===== src/hdl/flss_pkg.sv =====
package flss_pkg;

	localparam int SLOTS      = 16;
	localparam int ENTRY_BITS = 64;
	localparam int SLOT_W     = 4;
	localparam int DATA_W     = 64;
	localparam int CNT_W      = $clog2(SLOTS + 1);

	localparam logic KIND_ALLOC = 1'b0;
	localparam logic KIND_FREE  = 1'b1;

	typedef enum logic [1:0] {
		ST_OK   = 2'd0,
		ST_FULL = 2'd1,
		ST_BAD  = 2'd2
	} status_t;

	typedef enum logic {
		S_IDLE = 1'b0,
		S_EXEC = 1'b1
	} state_t;

	typedef struct packed {
		logic load;
		logic exec;
	} cmd_t;

endpackage


===== src/hdl/flss_ctrl.sv =====
module flss_ctrl (
	input  logic            clk,
	input  logic            arst_n,
	input  logic            start,
	output logic            busy,
	output flss_pkg::cmd_t  cmd
);

	flss_pkg::state_t state_q;
	flss_pkg::state_t state_d;

	always_ff @(posedge clk or negedge arst_n) begin
		if (!arst_n) begin
			state_q <= flss_pkg::S_IDLE;
		end else begin
			state_q <= state_d;
		end
	end

	always_comb begin
		state_d  = state_q;
		cmd.load = 1'b0;
		cmd.exec = 1'b0;
		busy     = 1'b0;
		unique case (state_q)
			flss_pkg::S_IDLE: begin
				if (start) begin
					cmd.load = 1'b1;
					state_d  = flss_pkg::S_EXEC;
				end
			end
			flss_pkg::S_EXEC: begin
				busy     = 1'b1;
				cmd.exec = 1'b1;
				state_d  = flss_pkg::S_IDLE;
			end
			default: begin
				state_d = flss_pkg::S_IDLE;
			end
		endcase
	end

endmodule


===== src/hdl/flss_dp.sv =====
module flss_dp (
	input  logic                          clk,
	input  logic                          arst_n,
	input  flss_pkg::cmd_t                cmd,
	input  logic                          kind,
	input  logic [flss_pkg::SLOT_W-1:0]   slot_in,
	input  logic [flss_pkg::DATA_W-1:0]   data_in,
	output logic                          done,
	output logic [1:0]                    status,
	output logic [flss_pkg::SLOT_W-1:0]   slot_out,
	output logic [flss_pkg::DATA_W-1:0]   data_out
);

	logic [flss_pkg::ENTRY_BITS-1:0] payload_mem [flss_pkg::SLOTS];
	logic [flss_pkg::ENTRY_BITS-1:0] rd_q;

	logic [flss_pkg::SLOT_W-1:0] link_q [flss_pkg::SLOTS];
	logic [flss_pkg::SLOTS-1:0]  in_use_q;
	logic [flss_pkg::SLOT_W-1:0] head_q;
	logic [flss_pkg::SLOT_W-1:0] tail_q;
	logic [flss_pkg::CNT_W-1:0]  count_q;

	logic                          kind_q;
	logic [flss_pkg::SLOT_W-1:0]   slot_q;
	logic [flss_pkg::ENTRY_BITS-1:0] data_q;

	logic                          done_q;
	flss_pkg::status_t             status_q;
	logic [flss_pkg::SLOT_W-1:0]   slot_out_q;
	logic [flss_pkg::DATA_W-1:0]   data_out_q;

	logic empty;
	logic slot_ok;
	logic do_alloc;
	logic do_free;

	assign empty   = (count_q == '0);
	assign slot_ok = (flss_pkg::CNT_W'(slot_q) < flss_pkg::CNT_W'(flss_pkg::SLOTS))
		&& in_use_q[slot_q];
	assign do_alloc = cmd.exec && (kind_q == flss_pkg::KIND_ALLOC) && !empty;
	assign do_free  = cmd.exec && (kind_q == flss_pkg::KIND_FREE) && slot_ok;

	always_ff @(posedge clk) begin
		if (cmd.load) begin
			kind_q <= kind;
			slot_q <= slot_in;
			data_q <= data_in[flss_pkg::ENTRY_BITS-1:0];
			rd_q   <= payload_mem[slot_in];
		end
		if (do_alloc) begin
			payload_mem[head_q] <= data_q;
		end
	end

	always_ff @(posedge clk or negedge arst_n) begin
		if (!arst_n) begin
			for (int i = 0; i < flss_pkg::SLOTS; i++) begin
				link_q[i] <= flss_pkg::SLOT_W'((i + 1) % flss_pkg::SLOTS);
			end
			in_use_q <= '0;
			head_q   <= '0;
			tail_q   <= flss_pkg::SLOT_W'(flss_pkg::SLOTS - 1);
			count_q  <= flss_pkg::CNT_W'(flss_pkg::SLOTS);
		end else begin
			if (do_alloc) begin
				in_use_q[head_q] <= 1'b1;
				head_q           <= link_q[head_q];
				count_q          <= count_q - 1'b1;
			end else if (do_free) begin
				if (empty) begin
					head_q <= slot_q;
				end else begin
					link_q[tail_q] <= slot_q;
				end
				tail_q           <= slot_q;
				in_use_q[slot_q] <= 1'b0;
				count_q          <= count_q + 1'b1;
			end
		end
	end

	always_ff @(posedge clk or negedge arst_n) begin
		if (!arst_n) begin
			done_q <= 1'b0;
		end else begin
			done_q <= cmd.exec;
		end
	end

	always_ff @(posedge clk) begin
		if (cmd.exec) begin
			status_q   <= flss_pkg::ST_OK;
			slot_out_q <= '0;
			data_out_q <= '0;
			if (kind_q == flss_pkg::KIND_ALLOC) begin
				if (empty) begin
					status_q <= flss_pkg::ST_FULL;
				end else begin
					slot_out_q <= head_q;
				end
			end else begin
				if (!slot_ok) begin
					status_q <= flss_pkg::ST_BAD;
				end else begin
					data_out_q <= flss_pkg::DATA_W'(rd_q);
				end
			end
		end
	end

	assign done     = done_q;
	assign status   = status_q;
	assign slot_out = slot_out_q;
	assign data_out = data_out_q;

endmodule


===== src/hdl/free_list_slot_store.sv =====
// A result strobes on done once start is taken: the word is loaded, executed while busy, then done is registered.
// A new word is not taken in the execute cycle, which reads and writes the
// link, use and payload state at the list head or tail, and busy is high there.
// done cannot be held off by the receiver.
// Reset: asynchronous; every slot free, each linked to the next, head 0, tail last.
module free_list_slot_store (
	input  logic                          clk,
	input  logic                          arst_n,
	input  logic                          start,
	output logic                          busy,
	input  logic                          kind,
	input  logic [flss_pkg::SLOT_W-1:0]   slot_in,
	input  logic [flss_pkg::DATA_W-1:0]   data_in,
	output logic                          done,
	output logic [1:0]                    status,
	output logic [flss_pkg::SLOT_W-1:0]   slot_out,
	output logic [flss_pkg::DATA_W-1:0]   data_out
);

	flss_pkg::cmd_t cmd;

	flss_ctrl u_ctrl (
		.clk    (clk),
		.arst_n (arst_n),
		.start  (start),
		.busy   (busy),
		.cmd    (cmd)
	);

	flss_dp u_dp (
		.clk      (clk),
		.arst_n   (arst_n),
		.cmd      (cmd),
		.kind     (kind),
		.slot_in  (slot_in),
		.data_in  (data_in),
		.done     (done),
		.status   (status),
		.slot_out (slot_out),
		.data_out (data_out)
	);

	a_accept_busy: assert property (@(posedge clk) disable iff (!arst_n)
		start && !busy |=> busy)
		else $error("accepted word did not raise busy");

	a_exec_one: assert property (@(posedge clk) disable iff (!arst_n)
		busy |=> !busy && done)
		else $error("execute cycle not followed by result");

	a_done_src: assert property (@(posedge clk) disable iff (!arst_n)
		done |-> $past(busy))
		else $error("result without execute cycle");

	a_fail_zero: assert property (@(posedge clk) disable iff (!arst_n)
		done && (status != 2'(flss_pkg::ST_OK)) |-> slot_out == '0 && data_out == '0)
		else $error("failed result carries nonzero fields");

endmodule


===== config.mk =====
export PLATFORM = sky130hd
export DESIGN_NAME = free_list_slot_store
export DESIGN_NICKNAME = d
export VERILOG_FILES = /design/src/hdl/flss_pkg.sv /design/src/hdl/flss_ctrl.sv /design/src/hdl/flss_dp.sv /design/src/hdl/free_list_slot_store.sv
export SDC_FILE = /design/constraint.sdc
export NUM_CORES = 1
export LEC_CHECK = 0
export BUFFER_PORTS_ARGS = -buffer_cell sky130_fd_sc_hd__buf_2
export CORE_UTILIZATION = 60
export CTS_BUF_LIST = sky130_fd_sc_hd__clkbuf_16
export DETAILED_ROUTE_END_ITERATION = 10
export PLACE_DENSITY_LB_ADDON = 0.08
export SETUP_SLACK_MARGIN = 0.2
export SLEW_MARGIN = 0
export SYNTH_ARGS = -nofsm -noshare
export SYNTH_HDL_FRONTEND = slang
export SYNTH_SLANG_ARGS = --single-unit
export TNS_END_PERCENT = 100

===== constraint.sdc =====
create_clock -name clk -period 10 [get_ports clk]
set_clock_uncertainty 0.15 [all_clocks]
set_input_delay 1.5 -clock clk [delete_from_list [all_inputs] [get_ports clk]]
set_output_delay 1.5 -clock clk [all_outputs]
set_load 0.005 [all_outputs]

==> results.json <==
{
  "run_status": "finished clean",
  "peakVddDrop_mv": 0.1760,
  "gr-usage-all-layers": 0.2511,
  "p_seq_frac": 0.544,
  "grt_pass1_vias": 22960,
  "combPwrFrac": 0.073,
  "worstHoldPathType": "reg2reg",
  "globalplace.congestion": 0.7585,
  "cts.repair_timing.setup_buffer_count": 0,
  "power.switching_fraction": 0.2242,
  "first_pass_detailed_route_iteration_total": 5,
  "timing.critical_path.required_ns": 10.21,
  "critical_path.most_common_cell": "sky130_fd_sc_hd__buf_4",
  "grt_setup_unrepaired": "no",
  "grt_max_degree": 171,
  "cp_max_fo": 38,
  "via_per_inst": 6.324,
  "clkSlewWorstSetupHoldPaths_ns": 0.06,
  "holdBufCountCts": 0,
  "hold_viol": 0,
  "worstPathCellList": "nor2b_1, o21ai_0, buf_4, inv_1, nand3b_1, nor3_2, buf_4, buf_4",
  "min_cycle_time_layout_ns": 4.464,
  "cts_root_buf": "sky130_fd_sc_hd__clkbuf_16",
  "postRouteAntennaNets": 0,
  "detailedPlacementHpwl_um": 50070,
  "yosysSeqAreaShare": 0.7898,
  "cts_repair_resize_count": 0,
  "dr_total_vias": 21910,
  "groute.layer.met2.usage": 0.4150,
  "p_leak_uw": 0.01846,
  "die_extent_in_x_um": 289.9,
  "use_met1": 0.3568,
  "powerDensity_mw_per_mm2": 216.4,
  "synth_enable_flop_cells": 1227,
  "grt-busiest-layer": "met2",
  "timing.critical_path.buf_inv": 4,
  "drt_wl_total_um": 102300,
  "finalSetupViolCount": 0,
  "netlist_area_mm2": 0.04972,
  "share_clk_of_total_power": 0.383,
  "detail_route.drc_violations": 0,
  "post_synthesis_cell_type_count": 47,
  "intPower_uw": 9403,
  "clock_tree.buffer_depth": 3,
  "clock.fmax_mhz": 224.0,
  "wire_per_inst_um": 29.54,
  "cpMaxStageDelayCell": "sky130_fd_sc_hd__buf_4",
  "syn-num-nets": 2142,
  "start_util": 0.6065,
  "critical_path.max_stage_delay_ns": 0.81,
  "design_power_total_uw": 12120,
  "initialDrtViolationCount": 2055,
  "cts_buffers": 133,
  "cts_num_sinks": 1322,
  "synth_area_per_cell_um2": 24.04,
  "critical-path-top-delay-family": "buffers and inverters",
  "syn_to_final_growth_pct": 12.66,
  "htree_levels": 4,
  "area_of_the_die_mm2": 0.08402,
  "total_switching_power_uw": 2717,
  "post_synth_inst_count": 2068,
  "finalNetCount": 2362,
  "global_route_wire_length_before_repair_um": 152000,
  "core_mm2": 0.08198,
  "critical_path.endpoint_type": "flop",
  "layout-drive-gt1-share": 0.3555,
  "timing_worst_slew_pin_value_ns": 1.182,
  "yosysWarningCount": 0,
  "synth-main-ff-cell": "sky130_fd_sc_hd__edfxtp_1",
  "start_kind": "flop",
  "ys_ff_latch": 1322,
  "maxCapViolations": 0,
  "grt_overflow_total": 0,
  "insertion_delay_ns": 0.71,
  "timing.setup.critical_path_class": "reg2reg",
  "gr-usage-met3": 0.03845,
  "count_of_input_and_output_buffers": 143,
  "post-route-period-util": 0.4464,
  "count_of_pins_over_their_slew_limit": 0,
  "max_slew_margin": 0.2100,
  "critical_path_arrival_ns": 4.67,
  "initial_antenna_violation_count": 3,
  "totalNegativeSetupSlack_ns": 0,
  "cts_tree": "yes",
  "async_flop_share": 0.07186,
  "antennaDiodeCount": 0,
  "die_height_um": 289.9,
  "std_cell_rows": 105,
  "io-pin-count": 144
}
-- placed cells by master, fill, tap and decap left out, drive strengths merged, types with 7 or more instances in the layout --
cell type,count
buf,190
mux2,71
nor2,32
clkinv,70
o21ai,7
nand3,7
and2,64
inv,32
edfxtp,1227
nand2b,8
nand2,17
nor3,8
clkbuf,136
dfrtp,58
mux2i,8
mux4,339
o22a,12
dfstp,37
-- cell usage after synthesis (12+ instances only) --
master                        n  area share
sky130_fd_sc_hd__and2_1      64      0.0081
sky130_fd_sc_hd__mux4_2     339        0.15
sky130_fd_sc_hd__mux2_2      55       0.012
sky130_fd_sc_hd__edfxtp_1  1227        0.74
sky130_fd_sc_hd__buf_1       33      0.0025
sky130_fd_sc_hd__mux2_4      16      0.0048
sky130_fd_sc_hd__nor2_1      32      0.0024
sky130_fd_sc_hd__o22a_1      12      0.0021
sky130_fd_sc_hd__clkbuf_1    62      0.0047
sky130_fd_sc_hd__dfrtp_1     58       0.029
sky130_fd_sc_hd__dfstp_2     37       0.020
sky130_fd_sc_hd__nand2_1     17      0.0013
-- per-layer routing --
| metal | up-vias | wire, um |
|---|---|---|
| li1 | 9183 | - |
| met1 | 11770 | 41480 |
| met2 | 792 | 52640 |
| met3 | 158 | 6186 |
| met4 | 0 | 2015 |
| met5 | - | 0 |
-- stage by stage --
stage	instances	worst slack, ns	instance area (um^2)	utilization	hold slack [ns]
global route	3464	5.247	56020	0.6833	0.3625
detailed placement	3223	4.990	51900	0.6330	0.3421
finish	3464	5.536	56020	0.6833	0.3541
global placement	3223	4.978	51900	0.6330	0.3280
floorplan	2068	1.618	49720	-	0.3163
CTS	3464	5.476	56020	0.6833	0.3558
-- final timing paths --
check | startpoint | end | slack, ns | cells past startpoint
setup / recovery | u_ctrl.state_q | u_dp.payload_mem[1][55] | 5.54 | 8
hold / removal | u_dp.in_use_q[6] | u_dp.in_use_q[6] | 0.35 | 1
setup reg to reg | u_ctrl.state_q | u_dp.payload_mem[1][55] | 5.54 | 8
hold reg to reg | u_dp.in_use_q[6] | u_dp.in_use_q[6] | 0.35 | 1
max in group asynchronous | arst_n | u_dp.in_use_q[11] | 8.00 | 2
min in group asynchronous | arst_n | u_dp.link_q[26] | 0.64 | 1
-- sequential cells by signal, indices dropped and copies added, names as in the netlist, 5 cells and up --
name,count
u_dp.payload_mem,1024
u_dp.data_out,64
u_dp.data_q,64
u_dp.link_q,64
u_dp.rd_q,64
u_dp.in_use_q,16
u_dp.count_q,5
-- cells by family after synthesis --
logic type / count (synthesis) / share of synthesized area
compound gates: 42 / 0.006518
xor+xnor: 5 / 0.0008807
fa+ha+maj: 2 / 0.0005032
buf+inv: 109 / 0.008757
flops: 1322 / 0.7898
mux: 418 / 0.1725
simple gates: 170 / 0.02111
-- power by group through the flow --
stage / Sequential, uW / Combinational (uW) / Clock, uW
after detailed placement: 6700 / 901 / 0
after floorplan: 6630 / 630 / 0
final: 6590 / 886 / 4640
after CTS: 6590 / 904 / 4720
after global routing: 6620 / 953 / 4930
after global placement: 6680 / 884 / 0
-- worst register-to-register path: cells and delay by family, from the launching register on --
kind	cells	cell delay (ns)
flip-flops	1	0.72
AO/OA/AOI/OAI	1	0.14
buffers and inverters	4	1.71
AND/OR/NAND/NOR	3	1.39
-- final cells by class --
cell class / instances / area [um^2]
Clock buffer: 136 / 3403
Clock inverter: 105 / 718.2
Fill cell: 5036 / 25960
Inverter: 4 / 15.01
Multi-Input combinational cell: 637 / 10140
Sequential cell: 1322 / 39270
Tap cell: 1070 / 1339
Timing Repair Buffer: 190 / 1134
Note: power is estimated with default switching activity, not from simulation.
